## config.mk

```make
export PLATFORM = sky130hd
export DESIGN_NAME = encoder_button_midi_mapper
export DESIGN_NICKNAME = d
export VERILOG_FILES = /design/src/ebmm_pkg.sv /design/src/encoder_button_midi_mapper.sv /design/src/ebmm_front.sv /design/src/ebmm_queue.sv /design/src/ebmm_back.sv
export SDC_FILE = /design/constraint.sdc
export NUM_CORES = 2
export LEC_CHECK = 0
export BUFFER_PORTS_ARGS = -buffer_cell sky130_fd_sc_hd__buf_2
export CORE_MARGIN = 2
export CORE_UTILIZATION = 55
export DETAILED_ROUTE_END_ITERATION = 10
export HOLD_SLACK_MARGIN = 0.08
export PLACE_DENSITY = 0.77
export SLEW_MARGIN = 20
export SYNTH_ARGS = -nofsm -noshare
export SYNTH_HDL_FRONTEND = slang
export SYNTH_SLANG_ARGS = --single-unit
```

## constraint.sdc

```tcl
create_clock -name i_clk -period 15.7 [get_ports i_clk]
set_input_delay 3.14 -clock i_clk [delete_from_list [all_inputs] [get_ports i_clk]]
set_output_delay 3.14 -clock i_clk [all_outputs]
set_load 0.01 [all_outputs]
```

## src/ebmm_pkg.sv

```systemverilog
package ebmm_pkg;

    localparam int UNIT_W      = 4;
    localparam int MOVE_W      = 8;
    localparam int TIME_W      = 32;
    localparam int VALUE_W     = 7;
    localparam int CHAN_W      = 5;
    localparam int SENS_W      = 4;
    localparam int STEP_W      = 5;
    localparam int CFG_IDX_W   = 2;
    localparam int CFG_DATA_W  = 16;
    localparam int Q_DEPTH     = 2;

    localparam logic MODE_ENC = 1'b0;
    localparam logic MODE_BTN = 1'b1;

    localparam logic MSG_NOTE = 1'b0;
    localparam logic MSG_CC   = 1'b1;

    localparam logic [CFG_IDX_W-1:0] CFG_CHANNEL  = 2'd0;
    localparam logic [CFG_IDX_W-1:0] CFG_DEBOUNCE = 2'd1;
    localparam logic [CFG_IDX_W-1:0] CFG_LONG     = 2'd2;
    localparam logic [CFG_IDX_W-1:0] CFG_INTERVAL = 2'd3;

    localparam logic [UNIT_W-1:0] ENC_ADJ_REL   = 4'd4;
    localparam logic [UNIT_W-1:0] ENC_ADJ_ABS   = 4'd5;
    localparam logic [UNIT_W-1:0] ENC_BRIGHT_LO = 4'd10;
    localparam logic [UNIT_W-1:0] ENC_BRIGHT_MI = 4'd11;
    localparam logic [UNIT_W-1:0] ENC_BRIGHT_HI = 4'd12;

    localparam logic [VALUE_W-1:0] REL_LEFT   = 7'd64;
    localparam logic [VALUE_W-1:0] MAX_VALUE  = 7'd127;
    localparam logic [SENS_W-1:0]  SENS_MIN   = 4'd1;
    localparam logic [SENS_W-1:0]  SENS_MAX   = 4'd8;
    localparam logic [SENS_W-1:0]  SENS_RESET = 4'd5;
    localparam int                 LEVEL_DIV  = 15;
    localparam int                 MAX_LEVEL  = 7;

    localparam logic [STEP_W-1:0] SPEED_TABLE [8][8] = '{
        '{5'd1, 5'd1, 5'd1, 5'd1, 5'd1,  5'd1,  5'd2,  5'd2},
        '{5'd1, 5'd1, 5'd1, 5'd1, 5'd1,  5'd2,  5'd2,  5'd3},
        '{5'd1, 5'd1, 5'd1, 5'd1, 5'd2,  5'd2,  5'd3,  5'd3},
        '{5'd1, 5'd1, 5'd1, 5'd2, 5'd2,  5'd3,  5'd4,  5'd4},
        '{5'd1, 5'd1, 5'd2, 5'd2, 5'd3,  5'd4,  5'd5,  5'd6},
        '{5'd1, 5'd2, 5'd3, 5'd4, 5'd5,  5'd6,  5'd7,  5'd8},
        '{5'd2, 5'd3, 5'd4, 5'd5, 5'd6,  5'd8,  5'd10, 5'd12},
        '{5'd3, 5'd4, 5'd6, 5'd8, 5'd10, 5'd12, 5'd15, 5'd18}
    };

    typedef struct packed {
        logic                     mode;
        logic [UNIT_W-1:0]        unit;
        logic signed [MOVE_W-1:0] movement;
        logic                     pin_level;
        logic [TIME_W-1:0]        now_ms;
    } t_in_item;

    typedef struct packed {
        logic                message_kind;
        logic [CHAN_W-1:0]   number;
        logic [VALUE_W-1:0]  value;
        logic [CHAN_W-1:0]   channel;
        logic                latch_on;
        logic [SENS_W-1:0]   relative_level;
        logic [SENS_W-1:0]   absolute_level;
    } t_out_item;

    typedef struct packed {
        logic [CHAN_W-1:0] midi_channel;
        logic [15:0]       debounce_ms;
        logic [15:0]       long_press_ms;
        logic [7:0]        min_interval_ms;
    } t_cfg;

    // classified command handed from front to back
    typedef struct packed {
        logic                     is_btn;
        logic [UNIT_W-1:0]        unit;
        logic signed [MOVE_W-1:0] movement;
        logic                     pin_level;
        logic [TIME_W-1:0]        now_ms;
        logic                     is_rel;
        logic                     adj_rel;
        logic                     adj_abs;
        logic                     adj_group;
        logic                     is_latch;
    } t_cmd;

    // min(e / 15, 7)
    function automatic logic [2:0] speed_level(input logic [TIME_W-1:0] e);
        logic [2:0] lvl;
        lvl = 3'd0;
        if (e >= TIME_W'(LEVEL_DIV * MAX_LEVEL)) begin
            lvl = 3'(MAX_LEVEL);
        end else begin
            for (int k = 1; k < MAX_LEVEL; k++) begin
                if (e[6:0] >= 7'(LEVEL_DIV * k)) begin
                    lvl = 3'(k);
                end
            end
        end
        return lvl;
    endfunction

endpackage

```

## src/encoder_button_midi_mapper.sv

```systemverilog
// Maps encoder movement reports and button pin samples to MIDI note and control change
// results. Items are accepted at one per clock while the queue is not full: the front end
// classifies each item and drops units out of range, a two-entry queue decouples it from
// the back end, and the back end updates all per-unit state and forms the result, so it
// sustains one item per cycle unless the output stalls. Items pass through the queue and
// the back end registers each result for the output. Configuration writes are taken every cycle.
module encoder_button_midi_mapper #(
    parameter int NUM_ENCODERS = 13,
    parameter int NUM_BUTTONS  = 14,
    parameter int NUM_RELATIVE = 5
) (
    input  logic                                i_clk,
    input  logic                                i_rst_n,
    input  logic                                i_in_valid,
    output logic                                o_in_ready,
    input  ebmm_pkg::t_in_item                  i_in_data,
    output logic                                o_out_valid,
    input  logic                                i_out_ready,
    output ebmm_pkg::t_out_item                 o_out_data,
    input  logic                                i_cfg_valid,
    output logic                                o_cfg_ready,
    input  logic [ebmm_pkg::CFG_IDX_W-1:0]      i_cfg_index,
    input  logic [ebmm_pkg::CFG_DATA_W-1:0]     i_cfg_data
);

    ebmm_pkg::t_cfg r_cfg;
    ebmm_pkg::t_cmd front_cmd;
    ebmm_pkg::t_cmd q_cmd;
    logic           front_keep;
    logic           q_full;
    logic           q_valid;
    logic           q_pop;

    assign o_cfg_ready = 1'b1;
    assign o_in_ready  = !q_full;

    always_ff @(posedge i_clk) begin
        if (!i_rst_n) begin
            r_cfg.midi_channel    <= 5'd1;
            r_cfg.debounce_ms     <= 16'd50;
            r_cfg.long_press_ms   <= 16'd500;
            r_cfg.min_interval_ms <= 8'd5;
        end else if (i_cfg_valid) begin
            case (i_cfg_index)
                ebmm_pkg::CFG_CHANNEL: begin
                    r_cfg.midi_channel <= i_cfg_data[ebmm_pkg::CHAN_W-1:0];
                end
                ebmm_pkg::CFG_DEBOUNCE: begin
                    r_cfg.debounce_ms <= i_cfg_data;
                end
                ebmm_pkg::CFG_LONG: begin
                    r_cfg.long_press_ms <= i_cfg_data;
                end
                ebmm_pkg::CFG_INTERVAL: begin
                    r_cfg.min_interval_ms <= i_cfg_data[7:0];
                end
                default: begin
                end
            endcase
        end
    end

    ebmm_front #(
        .NUM_ENCODERS (NUM_ENCODERS),
        .NUM_BUTTONS  (NUM_BUTTONS),
        .NUM_RELATIVE (NUM_RELATIVE)
    ) u_front (
        .i_item (i_in_data),
        .o_keep (front_keep),
        .o_cmd  (front_cmd)
    );

    ebmm_queue u_queue (
        .i_clk   (i_clk),
        .i_rst_n (i_rst_n),
        .i_push  (i_in_valid && !q_full && front_keep),
        .i_data  (front_cmd),
        .o_full  (q_full),
        .i_pop   (q_pop),
        .o_valid (q_valid),
        .o_data  (q_cmd)
    );

    ebmm_back #(
        .NUM_ENCODERS (NUM_ENCODERS),
        .NUM_BUTTONS  (NUM_BUTTONS)
    ) u_back (
        .i_clk       (i_clk),
        .i_rst_n     (i_rst_n),
        .i_cfg       (r_cfg),
        .i_cmd_valid (q_valid),
        .i_cmd       (q_cmd),
        .o_cmd_pop   (q_pop),
        .o_out_valid (o_out_valid),
        .i_out_ready (i_out_ready),
        .o_out_data  (o_out_data)
    );

endmodule

```

## src/ebmm_front.sv

```systemverilog
module ebmm_front #(
    parameter int NUM_ENCODERS = 13,
    parameter int NUM_BUTTONS  = 14,
    parameter int NUM_RELATIVE = 5
) (
    input  ebmm_pkg::t_in_item i_item,
    output logic               o_keep,
    output ebmm_pkg::t_cmd     o_cmd
);

    logic [ebmm_pkg::UNIT_W-1:0] unit;

    assign unit = i_item.unit;

    always_comb begin
        o_cmd.is_btn    = (i_item.mode == ebmm_pkg::MODE_BTN);
        o_cmd.unit      = unit;
        o_cmd.movement  = i_item.movement;
        o_cmd.pin_level = i_item.pin_level;
        o_cmd.now_ms    = i_item.now_ms;
        o_cmd.is_rel    = ({1'b0, unit} < 5'(NUM_RELATIVE));
        o_cmd.adj_rel   = (unit == ebmm_pkg::ENC_ADJ_REL);
        o_cmd.adj_abs   = (unit == ebmm_pkg::ENC_ADJ_ABS);
        o_cmd.adj_group = (unit == ebmm_pkg::ENC_ADJ_REL)   || (unit == ebmm_pkg::ENC_ADJ_ABS)
                       || (unit == ebmm_pkg::ENC_BRIGHT_LO) || (unit == ebmm_pkg::ENC_BRIGHT_MI)
                       || (unit == ebmm_pkg::ENC_BRIGHT_HI);
        // only a button sample can be the latch button
        o_cmd.is_latch  = (i_item.mode == ebmm_pkg::MODE_BTN)
                       && ({1'b0, unit} == 5'(NUM_BUTTONS - 1));
        // out-of-range units are dropped here and never reach the queue
        if (o_cmd.is_btn) begin
            o_keep = ({1'b0, unit} < 5'(NUM_BUTTONS));
        end else begin
            o_keep = ({1'b0, unit} < 5'(NUM_ENCODERS));
        end
    end

endmodule

```

## src/ebmm_queue.sv

```systemverilog
module ebmm_queue (
    input  logic           i_clk,
    input  logic           i_rst_n,
    input  logic           i_push,
    input  ebmm_pkg::t_cmd i_data,
    output logic           o_full,
    input  logic           i_pop,
    output logic           o_valid,
    output ebmm_pkg::t_cmd o_data
);

    localparam int PW = (ebmm_pkg::Q_DEPTH > 1) ? $clog2(ebmm_pkg::Q_DEPTH) : 1;
    localparam int CW = $clog2(ebmm_pkg::Q_DEPTH + 1);

    ebmm_pkg::t_cmd  r_mem [ebmm_pkg::Q_DEPTH];
    logic [PW-1:0]   r_wp;
    logic [PW-1:0]   r_rp;
    logic [CW-1:0]   r_cnt;
    logic [PW-1:0]   n_wp;
    logic [PW-1:0]   n_rp;

    assign o_full  = (r_cnt == CW'(ebmm_pkg::Q_DEPTH));
    assign o_valid = (r_cnt != '0);
    assign o_data  = r_mem[r_rp];

    always_comb begin
        n_wp = (r_wp == PW'(ebmm_pkg::Q_DEPTH - 1)) ? '0 : r_wp + 1'b1;
        n_rp = (r_rp == PW'(ebmm_pkg::Q_DEPTH - 1)) ? '0 : r_rp + 1'b1;
    end

    always_ff @(posedge i_clk) begin
        if (i_push) begin
            r_mem[r_wp] <= i_data;
        end
    end

    always_ff @(posedge i_clk) begin
        if (!i_rst_n) begin
            r_wp  <= '0;
            r_rp  <= '0;
            r_cnt <= '0;
        end else begin
            if (i_push) begin
                r_wp <= n_wp;
            end
            if (i_pop) begin
                r_rp <= n_rp;
            end
            if (i_push && !i_pop) begin
                r_cnt <= r_cnt + 1'b1;
            end else if (i_pop && !i_push) begin
                r_cnt <= r_cnt - 1'b1;
            end
        end
    end

endmodule

```

## src/ebmm_back.sv

```systemverilog
module ebmm_back #(
    parameter int NUM_ENCODERS = 13,
    parameter int NUM_BUTTONS  = 14
) (
    input  logic                i_clk,
    input  logic                i_rst_n,
    input  ebmm_pkg::t_cfg      i_cfg,
    input  logic                i_cmd_valid,
    input  ebmm_pkg::t_cmd      i_cmd,
    output logic                o_cmd_pop,
    output logic                o_out_valid,
    input  logic                i_out_ready,
    output ebmm_pkg::t_out_item o_out_data
);

    localparam int EIW = (NUM_ENCODERS > 1) ? $clog2(NUM_ENCODERS) : 1;
    localparam int BIW = (NUM_BUTTONS > 1) ? $clog2(NUM_BUTTONS) : 1;

    logic [2:0]                         r_res      [NUM_ENCODERS];
    logic [ebmm_pkg::TIME_W-1:0]        r_move_t   [NUM_ENCODERS];
    logic [ebmm_pkg::VALUE_W-1:0]       r_abs      [NUM_ENCODERS];
    logic                               r_prev     [NUM_BUTTONS];
    logic [ebmm_pkg::TIME_W-1:0]        r_chg_t    [NUM_BUTTONS];
    logic                               r_adjust;
    logic [ebmm_pkg::TIME_W-1:0]        r_hold;
    logic                               r_latch;
    logic [ebmm_pkg::SENS_W-1:0]        r_rel_sens;
    logic [ebmm_pkg::SENS_W-1:0]        r_abs_sens;
    logic                               r_ov;
    ebmm_pkg::t_out_item                r_out;

    logic                               go;
    logic [EIW-1:0]                     ei;
    logic [BIW-1:0]                     bi;
    logic signed [8:0]                  sum;
    logic                               neg;
    logic [8:0]                         mag;
    logic                               detent;
    logic [2:0]                         n_res;
    logic [ebmm_pkg::TIME_W-1:0]        enc_el;
    logic                               enc_fire;
    logic                               enc_adjust;
    logic [2:0]                         level;
    logic [ebmm_pkg::SENS_W-1:0]        sens;
    logic [ebmm_pkg::STEP_W-1:0]        step;
    logic signed [9:0]                  abs_sum;
    logic [ebmm_pkg::VALUE_W-1:0]       n_abs;
    logic [ebmm_pkg::VALUE_W-1:0]       enc_value;
    logic [ebmm_pkg::SENS_W-1:0]        n_rel_sens;
    logic [ebmm_pkg::SENS_W-1:0]        n_abs_sens;
    logic [ebmm_pkg::TIME_W-1:0]        btn_el;
    logic                               btn_fire;
    logic                               latch_press;
    logic                               latch_release;
    logic                               latch_quick;
    logic                               n_latch;
    logic                               emit;
    ebmm_pkg::t_out_item                n_out;

    assign go          = i_cmd_valid && (!r_ov || i_out_ready);
    assign o_cmd_pop   = go;
    assign o_out_valid = r_ov;
    assign o_out_data  = r_out;

    always_comb begin
        ei = i_cmd.unit[EIW-1:0];
        bi = i_cmd.unit[BIW-1:0];

        // encoder path
        sum    = {{6{r_res[ei][2]}}, r_res[ei]} + {i_cmd.movement[7], i_cmd.movement};
        neg    = sum[8];
        mag    = neg ? (9'd0 - sum) : sum;
        detent = (sum >= 9'sd4) || (sum <= -9'sd4);
        if (!detent) begin
            n_res = sum[2:0];
        end else begin
            // remainder truncated toward zero keeps the sign of the sum
            n_res = neg ? (3'd0 - {1'b0, mag[1:0]}) : {1'b0, mag[1:0]};
        end
        enc_el     = i_cmd.now_ms - r_move_t[ei];
        enc_fire   = detent && (enc_el >= {24'd0, i_cfg.min_interval_ms});
        enc_adjust = r_adjust && i_cmd.adj_group;
        level      = ebmm_pkg::speed_level(enc_el);
        sens       = i_cmd.is_rel ? r_rel_sens : r_abs_sens;
        step       = ebmm_pkg::SPEED_TABLE[3'(sens - 1'b1)][3'(3'(ebmm_pkg::MAX_LEVEL) - level)];

        abs_sum = {3'd0, r_abs[ei]} + (neg ? (10'sd0 - {5'd0, step}) : {5'd0, step});
        if (abs_sum < 0) begin
            n_abs = '0;
        end else if (abs_sum > 10'sd127) begin
            n_abs = ebmm_pkg::MAX_VALUE;
        end else begin
            n_abs = abs_sum[6:0];
        end
        if (i_cmd.is_rel) begin
            enc_value = neg ? (ebmm_pkg::REL_LEFT + {2'd0, step}) : {2'd0, step};
        end else begin
            enc_value = n_abs;
        end

        n_rel_sens = r_rel_sens;
        n_abs_sens = r_abs_sens;
        if (i_cmd.adj_rel) begin
            if (!neg && r_rel_sens < ebmm_pkg::SENS_MAX) n_rel_sens = r_rel_sens + 1'b1;
            if (neg && r_rel_sens > ebmm_pkg::SENS_MIN)  n_rel_sens = r_rel_sens - 1'b1;
        end
        if (i_cmd.adj_abs) begin
            if (!neg && r_abs_sens < ebmm_pkg::SENS_MAX) n_abs_sens = r_abs_sens + 1'b1;
            if (neg && r_abs_sens > ebmm_pkg::SENS_MIN)  n_abs_sens = r_abs_sens - 1'b1;
        end

        // button path
        btn_el        = i_cmd.now_ms - r_chg_t[bi];
        btn_fire      = (btn_el > {16'd0, i_cfg.debounce_ms}) && (i_cmd.pin_level != r_prev[bi]);
        latch_press   = i_cmd.is_latch && !i_cmd.pin_level && !r_adjust;
        latch_release = i_cmd.is_latch && i_cmd.pin_level && r_adjust;
        latch_quick   = (i_cmd.now_ms - r_hold) < {16'd0, i_cfg.long_press_ms};
        n_latch       = latch_release && latch_quick ? !r_latch : r_latch;

        n_out.number         = {1'b0, i_cmd.unit} + 5'd1;
        n_out.channel        = i_cfg.midi_channel;
        n_out.relative_level = r_rel_sens;
        n_out.absolute_level = r_abs_sens;
        n_out.latch_on       = n_latch;
        if (i_cmd.is_btn) begin
            n_out.message_kind = ebmm_pkg::MSG_NOTE;
            if (i_cmd.is_latch) begin
                n_out.value = n_latch ? ebmm_pkg::MAX_VALUE : '0;
                emit        = btn_fire && latch_release && latch_quick;
            end else begin
                n_out.value = i_cmd.pin_level ? 7'd0 : 7'd1;
                emit        = btn_fire;
            end
        end else begin
            n_out.message_kind = ebmm_pkg::MSG_CC;
            n_out.value        = enc_value;
            emit               = enc_fire && !enc_adjust;
        end
    end

    always_ff @(posedge i_clk) begin
        if (go && emit) begin
            r_out <= n_out;
        end
    end

    always_ff @(posedge i_clk) begin
        if (!i_rst_n) begin
            for (int i = 0; i < NUM_ENCODERS; i++) begin
                r_res[i]    <= '0;
                r_move_t[i] <= '0;
                r_abs[i]    <= '0;
            end
            for (int i = 0; i < NUM_BUTTONS; i++) begin
                r_prev[i]  <= 1'b0;
                r_chg_t[i] <= '0;
            end
            r_adjust   <= 1'b0;
            r_hold     <= '0;
            r_latch    <= 1'b0;
            r_rel_sens <= ebmm_pkg::SENS_RESET;
            r_abs_sens <= ebmm_pkg::SENS_RESET;
            r_ov       <= 1'b0;
        end else begin
            if (go && emit) begin
                r_ov <= 1'b1;
            end else if (i_out_ready) begin
                r_ov <= 1'b0;
            end
            if (go && !i_cmd.is_btn) begin
                r_res[ei] <= n_res;
                if (enc_fire) begin
                    r_move_t[ei] <= i_cmd.now_ms;
                    if (enc_adjust) begin
                        r_rel_sens <= n_rel_sens;
                        r_abs_sens <= n_abs_sens;
                    end else if (!i_cmd.is_rel) begin
                        r_abs[ei] <= n_abs;
                    end
                end
            end
            if (go && i_cmd.is_btn && btn_fire) begin
                r_chg_t[bi] <= i_cmd.now_ms;
                r_prev[bi]  <= i_cmd.pin_level;
                if (latch_press) begin
                    r_hold   <= i_cmd.now_ms;
                    r_adjust <= 1'b1;
                end
                if (latch_release) begin
                    r_adjust <= 1'b0;
                    r_latch  <= n_latch;
                end
            end
        end
    end

    a_rel_sens_range: assert property (@(posedge i_clk) disable iff (!i_rst_n)
        (r_rel_sens >= ebmm_pkg::SENS_MIN) && (r_rel_sens <= ebmm_pkg::SENS_MAX))
        else $error("relative sensitivity out of range");

    a_abs_sens_range: assert property (@(posedge i_clk) disable iff (!i_rst_n)
        (r_abs_sens >= ebmm_pkg::SENS_MIN) && (r_abs_sens <= ebmm_pkg::SENS_MAX))
        else $error("absolute sensitivity out of range");

    a_out_from_cmd: assert property (@(posedge i_clk) disable iff (!i_rst_n)
        $rose(r_ov) |-> $past(go))
        else $error("result appeared without a command");

    a_sens_only_in_adjust: assert property (@(posedge i_clk) disable iff (!i_rst_n)
        !$stable(r_rel_sens) |-> $past(r_adjust))
        else $error("sensitivity changed outside adjust mode");

endmodule
```

==> impl_metrics.ini <==
[timing]
final-max-slew-violation-count = 0
max_freq_mhz = 90.35
finalSetupViolations = 0
period_needed_ns = 11.07
fin_crit_sh_pct = 70.50
final.setup_skew_ns = 0.03551
tightest_slew_ns = 1.118
slew_headroom_pct = 25.49
rsz0062_at_grt = no
setup_tns_ns = 0
hold_viol_final = 0

[floorplanning]
start_util_pct = 55.54
dieHeight_um = 355.0
core-area_um2 = 122000
ios = 99
num_rows = 128
die_x_um = 355.0
die-area_um2 = 126100

[cells_and_area]
nets = 5729
mostFrequentLayoutCells = 1,315 x edfxtp_1, 1,041 x nor2_1, 703 x nand2_1
fin_util_pct = 61.35
fill_cells = 9151
areaGrowthSynthToFinish_pct = 10.47
layout_commonest_cell = edfxtp_1
final-seq-area_um2 = 41630
drive_above_1_share_pct = 15.19
stdcell_count = 7227
multi_input_area_um2 = 24480

[clock_network]
cts_hold_buf = 0
cts_resized = 0
clock_sinks = 1422
clock-root-buffer = clkbuf_16
h-tree-depth = 4
clkSlewWorstSetupHoldPaths_ns = 0.06
postCtsSetupBuffers = 0
cts_tree = built
cts_buffers = 144
clock_path_buffers = 3
clock_latency_ns = 0.80

[hold_path]
min_to = u_back.o_out_data[11]
holdCritPathClass = flop to flop
hold_path_depth = 0
worstHoldStart = r_cfg[42]

[power_and_ir_drop]
power_density_nw_per_um2 = 206.6
ir_drop_uv = 291.5
leakage_nw = 27.05

[synth]
syn_nets = 5699
synthTopCellsByArea = edfxtp_1 58%, mux4_2 9.8%, nor2_1 5.8%
avgSynthCellArea_um2 = 12.42
yosys_register_bits = 1422
yosysTopAreaCell = edfxtp_1
synth-seq-area-share_pct = 61.42
ys_types = 84
async_flop_share_pct = 0
synth_area_um2 = 67770
ys.flop_type = edfxtp_1
synth_edf_count = 1315
synth_top_area_share_pct = 58.26
ys_warn_count = 0
synthCells = 5458

[critical_path]
r2r_cells = 34
path_class = flop to flop
reg2reg_to = u_back.o_out_data[20]
cp-start-kind = flop
required_ns = 16.19
r2r_slack_ns = 4.63
crit_slowest_cell = mux2i_2
crit_fanout = 91
end_kind = flop
max_stage_delay_ns = 0.91
cp_data_arrival_time_ns = 11.56

[placed_design]
place_inst = 6967
port_buffers = 97
hpwl_mm = 120.8
finalWeightedCongestion = 0.9541

[run_status]
status = finished clean

[routing]
ant_nets = 0
num_vias = 47150
viasPerCell = 6.524
wirelength_mm = 200.3
avgRoutedWirePerCell_um = 27.72
initialDrtViolationCount = 7034
firstDrtPassIters = 6
drcViolationCount = 0

[global_route]
antenna_found_initial = 6
grt_pass1_vias = 46540
grt_overflow = 0
grt_first_pass_wirelength_mm = 293.9
grt_max_degree = 149
grt_usage_pct = 31.70

[job]
cap_violations = 0
[flip-flops by register name, indices dropped and copies added, names as in the netlist, 2 cells and up, named ones only]
name               count
u_back.o_out_data     27
u_back.r_move_t      512
u_back.r_prev         16
u_back.r_abs         112
u_back.r_hold         32
u_back.r_res          48
u_queue.r_cnt          2
u_back.r_abs_sens      4
u_back.r_rel_sens      4
r_cfg                 45
u_queue.r_mem        102
u_back.r_chg_t       512
[cell usage after synthesis (8+ instances only)]
cell / number
edfxtp_1: 1315
nor2_1: 1044
nand2_1: 722
mux4_2: 296
clkbuf_1: 274
ha_1: 167
inv_1: 164
a21oi_1: 158
o21ai_0: 155
dfxtp_1: 107
nand3_1: 106
nor3_1: 98
mux2i_1: 83
a21o_1: 57
xnor2_1: 55
buf_1: 51
nand2b_1: 43
nor2b_1: 39
a311oi_1: 36
a211oi_1: 31
and2_1: 31
a31oi_1: 29
nand4_1: 29
o211ai_1: 29
xor2_1: 24
o21a_1: 23
or3_1: 23
and3_1: 21
mux2_2: 14
nor4_1: 13
o22ai_1: 13
a21boi_0: 12
buf_2: 12
nor3b_1: 11
nor3_2: 10
or2_2: 9
a221oi_1: 8
[kinds of logic after synthesis]
kind of cell,synth area share (%)
flops,61.42
buf+inv,2.941
xor+xnor,1.021
simple gates,13.85
compound gates,6.229
mux,11.29
other cells,0.005533
fa+ha+maj,3.231
[per-stage QoR]
stage / worst slack [ns] / hold slack, ns / instance area (um^2) / power [mW]
2_1_floorplan: 6.028 / 0.4076 / 67770 / 9.807
3_3_place_gp: 4.963 / 0.4161 / 70310 / 11.86
3_5_place_dp: 4.821 / 0.4175 / 70310 / 11.95
4_1_cts: 4.784 / 0.4341 / 74850 / 15.30
5_1_grt: 3.790 / 0.4401 / 74870 / 16.17
6_report: 4.631 / 0.4321 / 74870 / 15.47
[layer usage]
metal / up-vias / global-route usage [%] / part of all wire [%]
li1: 20050 / - / -
met1: 23110 / 42.69 / 36
met2: 3405 / 48.81 / 45
met3: 570 / 8.877 / 14
met4: 6 / 13.24 / 4.3
met5: - / 0 / 0.019
[how the worst max path moves through the flow]
stage                                       end  cells past startpoint                 start
after global routing      u_back.o_out_data[20]                     34                  flop
after global placement    u_back.o_out_data[20]                     35                  flop
after detailed placement  u_back.o_out_data[20]                     35                  flop
final                     u_back.o_out_data[20]                     34                  flop
after floorplan             u_back.r_abs[13][6]                     41  u_queue.r_mem[1][46]
after CTS                 u_back.o_out_data[20]                     35                  flop
[critical path, delay by kind of cell (launching register included)]
family / cells / cell delay [ns]
buffers and inverters: 4 / 1.03
XOR/XNOR: 1 / 0.17
AND/OR/NAND/NOR: 7 / 1.35
adder cells (fa/ha/maj): 4 / 1.40
AO/OA/AOI/OAI: 15 / 4.40
flip-flops: 1 / 0.55
multiplexers: 3 / 1.79
[final cells by class]
class	instances	share of cell area (%)
Clock inverter	76	0.8489
Inverter	165	0.8389
Multi-Input combinational cell	3525	32.70
Sequential cell	1422	55.61
Clock buffer	183	5.217
Tap cell	1625	2.716
Timing Repair Buffer	230	2.069
Antenna cell	1	0.003342
[power breakdown]
part	switching (mW)	total, mW	internal [mW]
registers	0.0861	4.61	4.52
logic	4.99	7.50	2.51
clock network	1.48	3.36	1.88
(Power assumes the default switching activity.)
